<file path="config.mk">
export PLATFORM = sky130hd
export DESIGN_NAME = npcs_ctrl
export DESIGN_NICKNAME = d
export VERILOG_FILES = /design/src/rtl/core/npcs_pkg.sv /design/src/rtl/core/npcs_ctrl.sv
export SDC_FILE = /design/constraint.sdc
export NUM_CORES = 1
export LEC_CHECK = 0
export BUFFER_PORTS_ARGS = -buffer_cell sky130_fd_sc_hd__buf_2
export CORE_AREA = 2 2 44 46
export CTS_CLUSTER_DIAMETER = 30
export DETAILED_ROUTE_END_ITERATION = 8
export DIE_AREA = 0 0 46 48
export GPL_TIMING_DRIVEN = 1
export PLACE_DENSITY = 0.74
export SKIP_CTS_REPAIR_TIMING = 1
export SYNTH_ARGS = -nofsm -noshare
export SYNTH_HDL_FRONTEND = slang
export SYNTH_SLANG_ARGS = --single-unit
</file>
<file path="constraint.sdc">
create_clock -name clk -period 2.3 [get_ports clk]
set_clock_uncertainty 0.1 [all_clocks]
set_input_delay 0.345 -clock clk [delete_from_list [all_inputs] [get_ports clk]]
set_output_delay 0.345 -clock clk [all_outputs]
set_load 0.02 [all_outputs]
</file>
<file path="src/rtl/core/npcs_pkg.sv">
// shared constants and control types for the nearest palette color search unit
`default_nettype none

package npcs_pkg;

  localparam int PALETTE_DEPTH = 256;
  localparam int ADDR_W        = $clog2(PALETTE_DEPTH);
  localparam int COLOR_W       = 8;
  localparam int INDEX_W       = 8;
  localparam int SIZE_W        = 9;
  localparam int SQ_W          = 2 * COLOR_W;
  localparam int DIST_W        = 18;
  localparam int ENTRY_W       = 3 * COLOR_W;

  // largest number of entries one query may search
  localparam int SEARCH_MAX    = (PALETTE_DEPTH < 256) ? PALETTE_DEPTH : 256;
  localparam logic [SIZE_W-1:0] SIZE_RESET = SIZE_W'(256);
  localparam logic [SIZE_W-1:0] SIZE_LIMIT = SIZE_W'(SEARCH_MAX);
  localparam logic [ADDR_W-1:0] LAST_MAX   = ADDR_W'(SEARCH_MAX - 1);

  localparam logic CMD_LOAD  = 1'b0;
  localparam logic CMD_QUERY = 1'b1;

  typedef struct packed {
    logic              load_we;
    logic              query_capture;
    logic              rd_en;
    logic              rd_first;
    logic              rd_last;
    logic [ADDR_W-1:0] rd_addr;
    logic              publish;
  } ctl_cmd_t;

  typedef struct packed {
    logic              scan_done;
    logic              out_free;
    logic [ADDR_W-1:0] last_addr;
  } dp_status_t;

endpackage

`default_nettype wire

</file>
<file path="src/rtl/core/npcs_ctrl.sv">
// sequencer: accepts items, walks the palette addresses, hands off results
`default_nettype none

module npcs_ctrl
  import npcs_pkg::*;
(
  input  wire logic       clk,
  input  wire logic       rst,
  input  wire logic       in_valid,
  input  wire logic       in_command,
  output logic            in_ready,
  input  wire dp_status_t status,
  output ctl_cmd_t        cmd
);

  typedef enum logic [1:0] {
    ST_IDLE,
    ST_SCAN,
    ST_WAIT,
    ST_PUBLISH
  } state_t;

  state_t            state;
  logic [ADDR_W-1:0] addr;
  logic              accept;

  assign in_ready = (state == ST_IDLE);
  assign accept   = in_valid && in_ready;

  always_comb begin
    cmd               = '0;
    cmd.load_we       = accept && (in_command == CMD_LOAD);
    cmd.query_capture = accept && (in_command == CMD_QUERY);
    cmd.rd_addr       = addr;
    cmd.rd_en         = (state == ST_SCAN);
    cmd.rd_first      = (state == ST_SCAN) && (addr == '0);
    cmd.rd_last       = (state == ST_SCAN) && (addr == status.last_addr);
    cmd.publish       = (state == ST_PUBLISH) && status.out_free;
  end

  always_ff @(posedge clk) begin
    if (rst) begin
      state <= ST_IDLE;
      addr  <= '0;
    end else begin
      case (state)
        ST_IDLE: begin
          addr <= '0;
          if (accept && (in_command == CMD_QUERY)) begin
            state <= ST_SCAN;
          end
        end
        ST_SCAN: begin
          if (addr == status.last_addr) begin
            state <= ST_WAIT;
          end else begin
            addr <= addr + 1'b1;
          end
        end
        ST_WAIT: begin
          if (status.scan_done) begin
            state <= ST_PUBLISH;
          end
        end
        ST_PUBLISH: begin
          if (status.out_free) begin
            state <= ST_IDLE;
          end
        end
        default: begin
          state <= ST_IDLE;
        end
      endcase
    end
  end

endmodule

`default_nettype wire

</file>
==> results.ini, run 1 <==
[outcome]
outcome=finished clean

[sta]
relSlewSlack=0.737
tns_ps=0
finalSetupViolCount=0
fin_crit_ps=2160
max_freq_ghz=0.464
final_hold_viol_count=0
setup_ws_ps=144
tightest_slew_ps=392
fin_hold_ws_ps=262
post-route-period-util=0.937
slew_viol_final=0
grt_setup_unrepaired=false

[synth]
synth_flop_cell=dfxtp_1
synth_fa_ha_area_frac=0.113
synth_top_family_by_area=simple AND/OR/NAND/NOR gates
ys_seq_area_frac=0.258
synth_area_um2=774
synth_warnings=0
synth_simple_gate_area_frac=0.273
syn-num-nets=115
syn_inst=94
synthXorXnorAreaFrac=0.100
synthArstFlopShare=0
synth_edf_count=0
yosys-mux-area-fraction=0.0129
yosys.area.top_type=dfxtp_1
yosys_register_bits=10
synth-compound-area-share=0.194
synth.distinct_cells=34
synth_top_area_frac=0.258
synth_top_cells_by_area=dfxtp_1 (26%), ha_1 (11%), xnor2_1 (7.9%)
syn_area_per_cell_um2=8.24

[placed_design]
place_congestion=0.849
portBuffers=28
place_hpwl_um=1490
dpl_worst_slack_ps=452

[cells_and_area]
diodes=0
utilization=0.571
fin_nets=147
drive_above_1_share=0.320
register_area_um2=200
syn2layout_area_growth_pct=24.6
multi_input_area_um2=537
fillers=166

[global_route]
grt_overflow=0
grt_pass1_wl_um=2990
antenna_found_initial=0
grt_pass1_vias=686
grt_start_max_net_pins=13
grt_usage=0.187

[routing]
drt-total-wl_um=1870
vias=803
dr.pass1.iters=4
antenna_left=0
routedWlPerCell_um=13.2
drtIter0Drc=22
drc=0
viasPerCell=5.65

[clock_network]
h-tree-depth=1
cts.sinks=10
clk_pin_slew_ps=70
tritoncts=done
clkLatencyLatePin_ps=270
clk_path_buf_depth=2
clockRootBuffer=clkbuf_4
cts-buffers-inserted=3

[worst_setup_path]
critical_path_arrival_ps=1710
cp_data_required_time_ps=1860
critPathSlowestCell=or4_2
end_kind=primary output
startpoint_type=flip-flop
startpoint=addr[4]$_SDFFE_PP0P_
path_max_fanout=8
r2r_slack_ps=550
crit_chain=or4_2, nor4_1, buf_2
crit_type=flip-flop to primary output
rr_startpoint=state[0]$_SDFFE_PP0P_
slowest_delay_ps=670
reg2regPathDepth=6
r2r_end=state[0]$_SDFFE_PP0P_

[worst_hold_path]
holdPathStages=2
worstHoldStart=rst
min_to=state[0]$_SDFFE_PP0P_
hold_path_class=input port to flip-flop

[pwr]
p_comb_frac=0.522
powerDensity_mw_per_mm2=866
p_sw_uw=368
swShare=0.441
power.internal_uw=468
ir_drop_v=0.000541
seqPwrFrac=0.288
pwr-share-clk=0.190
p_leak_nw=0.451

[floorplan]
die-width_um=46
initial_core_util=0.459
die_y_um=48
rows=15
core_area_mm2=0.00169
dieArea_mm2=0.00221
pin_count=29

[run]
maxCapViolCount=0

[routing by layer]
| layer | vias up | global-route usage | share of wire |
|---|---|---|---|
| li1 | 408 | - | - |
| met1 | 369 | 0.243 | 0.44 |
| met2 | 26 | 0.311 | 0.51 |
| met3 | 0 | 0.0566 | 0.043 |
| met4 | 0 | 0.0286 | 0 |
| met5 | - | 0 | 0 |
[cells in the final DEF, fill, tap and decap left out]
| master | count |
|---|---|
| nand2b_1 | 4 |
| nand2_4 | 1 |
| or4_2 | 1 |
| and2_1 | 1 |
| xnor2_1 | 7 |
| xnor2_2 | 1 |
| dfxtp_1 | 10 |
| clkbuf_4 | 3 |
| a2111o_1 | 1 |
| or3_1 | 1 |
| o221ai_1 | 1 |
| a21oi_1 | 8 |
| nand2_1 | 7 |
| a31oi_1 | 6 |
| nor2b_1 | 1 |
| nor3_1 | 2 |
| and3_1 | 2 |
| nand4_1 | 3 |
| o21ai_1 | 1 |
| o31ai_1 | 1 |
| clkbuf_8 | 1 |
| o311ai_0 | 1 |
| a21o_2 | 1 |
| inv_1 | 6 |
| buf_2 | 28 |
| o211ai_1 | 1 |
| and3_2 | 1 |
| nor4_1 | 1 |
| buf_4 | 1 |
| ha_1 | 7 |
| nor2_1 | 3 |
| and4_4 | 2 |
| o21ai_0 | 3 |
| nand3_1 | 5 |
| mux2i_1 | 1 |
| or4_1 | 1 |
[worst max-delay path, delay by kind of cell (launching register included)]
family	cells	cell delay, ps
flip-flops	1	400
buffers and inverters	1	210
AND/OR/NAND/NOR	2	840
[registers in the layout, indices dropped and copies added (netlist names)]
signal  count
addr        8
state       2
[cells in the mapped netlist (3+ instances only)]
| cell type | count |
|---|---|
| nor2_1 | 3 |
| nand2_1 | 7 |
| nand3_1 | 5 |
| ha_1 | 7 |
| a31oi_1 | 6 |
| inv_1 | 6 |
| a21oi_1 | 8 |
| dfxtp_1 | 10 |
| nand2b_1 | 4 |
| xnor2_1 | 7 |
| o21ai_0 | 3 |
| nand4_1 | 3 |
[worst max-delay path by stage]
stage,endpoint,slack [ps],cells past startpoint
floorplan,cmd[10],60,3
global placement,cmd[10],440,3
detailed placement,cmd[10],450,3
CTS,cmd[10],140,3
global route,cmd[10],80,3
finish,cmd[10],140,3
[layout make-up]
cell class / instances / area share
Clock buffer: 4 / 0.0376
Timing Repair Buffer: 29 / 0.153
Multi-Input combinational cell: 76 / 0.556
Sequential cell: 10 / 0.208
Inverter: 6 / 0.0233
Tap cell: 17 / 0.0220
[through the flow]
step	std cells	total power, mW	cell area (µm²)
global placement	138	0.670	928
global route	142	0.912	965
CTS	142	0.841	965
finish	142	0.836	965
floorplan	94	0.557	774
detailed placement	138	0.680	928
[power by group through the flow]
stage | logic, mW | clock network, mW | registers [mW]
floorplan | 0.302 | 0 | 0.255
detailed placement | 0.433 | 0 | 0.246
CTS | 0.436 | 0.163 | 0.241
global route | 0.494 | 0.172 | 0.246
global placement | 0.427 | 0 | 0.244
finish | 0.436 | 0.159 | 0.241
[kinds of logic after synthesis]
kind of cell               Yosys count
and+or+nand+nor                     36
AOI/OAI and AO/OA                   24
buffers and inverters                8
xor gates and xnor gates             8
muxes                                1
DFF                                 10
adders and majority gates            7
(Power assumes the default switching activity.)
==> run 2, diff against run 1 <==
BUFFER_PORTS_ARGS = -buffer_cell sky130_fd_sc_hd__buf_4   (was -buffer_cell sky130_fd_sc_hd__buf_2)
CTS_BUF_LIST = sky130_fd_sc_hd__clkbuf_2   (was default)
==> results.ini, run 2 (same netlist as run 1, synthesis figures left out) <==
[clock_network]
clk_path_buf_depth=2
clk_pin_slew_ps=100
clkLatencyLatePin_ps=250
h-tree-depth=1
cts.sinks=10
tritoncts=done
clockRootBuffer=clkbuf_2
cts-buffers-inserted=3

[cells_and_area]
syn2layout_area_growth_pct=31.7
fillers=165
multi_input_area_um2=543
fin_nets=147
reg.largest.list=addr x8, state x2
final_cell_mix=buf_4 (29), dfxtp_1 (10), a21oi_1 (8)
register_area_um2=200
drive_above_1_share=0.323
largest_reg_flops=8
top_register=addr
layout_commonest_cell=buf_4
diodes=0
layout.cells.non_filler=141

[sta]
final_hold_viol_count=0
slew_viol_final=0
grt_setup_unrepaired=false
finalSetupViolCount=0
tightest_slew_ps=344
fin_crit_ps=2150
relSlewSlack=0.769
max_freq_ghz=0.466
post-route-period-util=0.934
tns_ps=0

[routing]
routedWlPerCell_um=12.9
drc=0
dr.pass1.iters=4
drt-total-wl_um=1820
antenna_left=0
viasPerCell=5.67
drtIter0Drc=15
vias=799

[pwr]
p_comb_frac=0.586
seqPwrFrac=0.297
ir_drop_v=0.000453
p_leak_nw=0.457
pwr-share-clk=0.117
swShare=0.454
powerDensity_mw_per_mm2=798
p_sw_uw=369
power.internal_uw=445

[global_route]
antenna_found_initial=0
grt_pass1_vias=674
grt_usage=0.179
grt_overflow=0
grt_start_max_net_pins=13
grt_pass1_wl_um=2880

[worst_setup_path]
crit_type=flip-flop to primary output
r2r_slack_ps=530
cp_data_required_time_ps=1860
end_kind=primary output
critical_path_arrival_ps=1700
crit_chain=or4_2, nor4_2, buf_4
endpoint=cmd[10]
rr_startpoint=state[0]$_SDFFE_PP0P_
r2r_end=state[0]$_SDFFE_PP0P_
slowest_delay_ps=690
critPathSlowestCell=or4_2
startpoint_type=flip-flop
startpoint=addr[4]$_SDFFE_PP0P_
reg2regPathDepth=6
path_max_fanout=8

[floorplan]
core_area_mm2=0.00169
die_y_um=48
pin_count=29
die-width_um=46
rows=15
initial_core_util=0.459
dieArea_mm2=0.00221

[placed_design]
portBuffers=28
place_hpwl_um=1530
place_congestion=0.818
dp_cells=138

[outcome]
outcome=finished clean

[run]
maxCapViolCount=0

[worst_hold_path]
hold_path_class=input port to flip-flop
holdPathStages=2

## run 2: changes by cell type in the layout (fill, tap and decap cells not counted)
cell and change:
nor4_2 +1, buf_2 -28, clkbuf_4 -3, nor4_1 -1
clkbuf_2 +3, clkbuf_8 -1, buf_4 +28
## run 2: critical path: cells and delay by family (launching register included)
kind | cells | cell delay (ps)
and+or+nand+nor | 2 | 860
buffers and inverters | 1 | 180
DFF | 1 | 410
## run 2: power by group through the flow
stage	clock, mW	sequential, mW	combinational (mW)
2_1_floorplan	0	0.255	0.302
3_5_place_dp	0	0.245	0.478
5_1_grt	0.107	0.247	0.536
4_1_cts	0.0967	0.241	0.478
3_3_place_gp	0	0.244	0.470
6_report	0.0955	0.242	0.477
## run 2: area by class of cell
| cell class | count | share of cell area |
|---|---|---|
| multi-input combinational | 76 | 0.533 |
| clock buffer | 3 | 0.0147 |
| inverter | 6 | 0.0221 |
| sequential | 10 | 0.196 |
| tap | 17 | 0.0209 |
| timing repair buffer | 29 | 0.213 |
## run 2: metrics by stage
step / area (µm²) / util / hold WS (ps) / setup WS [ps] / power (mW)
finish: 1020 / 0.604 / 247 / 152 / 0.814
floorplan: 774 / - / 348 / 63.7 / 0.557
CTS: 1010 / 0.600 / 246 / 103 / 0.816
global placement: 998 / 0.591 / 407 / 423 / 0.714
detailed placement: 998 / 0.591 / 420 / 385 / 0.722
global route: 1020 / 0.604 / 251 / 58.4 / 0.890
## run 2: routing by layer
layer / share of wire / GRT usage / up-vias
met5: 0 / 0 / -
met2: 0.54 / 0.325 / 11
met3: 0.036 / 0.0566 / 0
met4: 0 / 0 / 0
met1: 0.43 / 0.220 / 379
li1: - / - / 409
## run 2: how the worst min path moves through the flow
stage	from	end	slack (ps)
floorplan	rst	state[0]$_SDFFE_PP0P_	350
global placement	state[1]$_SDFFE_PP0P_	state[1]$_SDFFE_PP0P_	410
detailed placement	state[1]$_SDFFE_PP0P_	state[1]$_SDFFE_PP0P_	420
CTS	rst	state[0]$_SDFFE_PP0P_	250
global route	rst	state[0]$_SDFFE_PP0P_	250
finish	rst	state[0]$_SDFFE_PP0P_	250
==> run 3, diff against run 2 <==
clock period = 2.7 ns   (was 2.3 ns; I/O delays follow)
==> results.ini, run 3 (same netlist as run 1, synthesis figures left out) <==
[clock_network]
clk_path_buf_depth=2
tritoncts=done
cts.sinks=10
clockRootBuffer=clkbuf_2
h-tree-depth=1
clk_pin_slew_ps=100
clkLatencyLatePin_ps=240
cts-buffers-inserted=3

[sta]
setup_ws_ps=481
tns_ps=0
final_hold_viol_count=0
slew_viol_final=0
post-route-period-util=0.822
finalSetupViolCount=0
fin_hold_ws_ps=308
max_freq_ghz=0.451
tightest_slew_ps=728
fin_crit_ps=2220
relSlewSlack=0.513
grt_setup_unrepaired=false

[worst_setup_path]
critical_path_arrival_ps=1710
cp_data_required_time_ps=2190
end_kind=primary output
reg2regPathDepth=5
r2r_end=addr[6]$_SDFFE_PP0P_
r2r_slack_ps=710
startpoint_type=flip-flop
path_max_fanout=8
crit_type=flip-flop to primary output
rr_startpoint=state[1]$_SDFFE_PP0P_

[placed_design]
portBuffers=28
placed_area_um2=991
dp_cells=137
place_hpwl_um=1580
place_congestion=0.874
dpl_worst_slack_ps=723

[global_route]
grt_overflow=0
grt_pass1_wl_um=3020
grt_pass1_vias=693
grt_start_max_net_pins=13
antenna_found_initial=0
grt_usage=0.191

[worst_hold_path]
hold_path_class=input port to flip-flop
worstHoldStart=rst
min_to=state[0]$_SDFFE_PP0P_
holdPathStages=2

[cells_and_area]
top_register=addr
largest_reg_flops=8
layout_commonest_cell=buf_4
fin_nets=146
syn2layout_area_growth_pct=29.9
drive_above_1_share=0.309
fin_area_mm2=0.00101
final_cell_mix=buf_4 (28), dfxtp_1 (10), a21oi_1 (8)
reg.largest.list=addr x8, state x2
utilization=0.596
diodes=0
layout.cells.non_filler=140

[floorplan]
initial_core_util=0.459
core_area_mm2=0.00169
die_y_um=48
die-width_um=46
pin_count=29
dieArea_mm2=0.00221
rows=15

[routing]
viasPerCell=5.72
vias=801
drc=0
routedWlPerCell_um=14.2
drt-total-wl_um=1980
dr.pass1.iters=4
drtIter0Drc=17
antenna_left=0

[pwr]
powerDensity_mw_per_mm2=682
p_leak_nw=0.450
ir_drop_v=0.000468
power_uw=686

[outcome]
outcome=finished clean

[run]
maxCapViolCount=0

## run 3: cell types whose count changed in the layout (fill, tap and decap cells not counted)
cell / before / now
buf_4: 29 / 28
nor4_2: 1 / 0
nor4_1: 0 / 1
## run 3: how the worst max path moves through the flow
stage / from / to / slack [ps] / cells past startpoint
floorplan: addr[4]$_SDFFE_PP0P_ / cmd[10] / 400 / 3
global placement: addr[4]$_SDFFE_PP0P_ / cmd[10] / 770 / 3
detailed placement: state[1]$_SDFFE_PP0P_ / addr[6]$_SDFFE_PP0P_ / 720 / 5
CTS: addr[4]$_SDFFE_PP0P_ / cmd[10] / 480 / 3
global route: addr[4]$_SDFFE_PP0P_ / cmd[10] / 390 / 3
finish: addr[4]$_SDFFE_PP0P_ / cmd[10] / 480 / 3
## run 3: worst max-delay path, stage by stage (launching register included)
cell     delay (ps)
dfxtp_1         420
or4_2           670
nor4_1          190
buf_4           190
## run 3: power by group
group / internal [mW] / switching (mW)
Combinational: 0.170 / 0.233
Clock: 0.0303 / 0.0477
Sequential: 0.173 / 0.0323
Total: 0.373 / 0.313
## run 3: final cells by class
cell class	count	area, µm²
Timing Repair Buffer	28	210
Tap cell	17	21.3
Fill cell	153	683
Multi-Input combinational cell	76	537
Inverter	6	22.5
Clock buffer	3	15.0
Sequential cell	10	200
## run 3: routing by layer
| metal | wire, µm | track usage |
|---|---|---|
| met1 | 863 | 0.228 |
| met3 | 95 | 0.0679 |
| met4 | 0 | 0.0343 |
| met5 | 0 | 0 |
| met2 | 1020 | 0.333 |
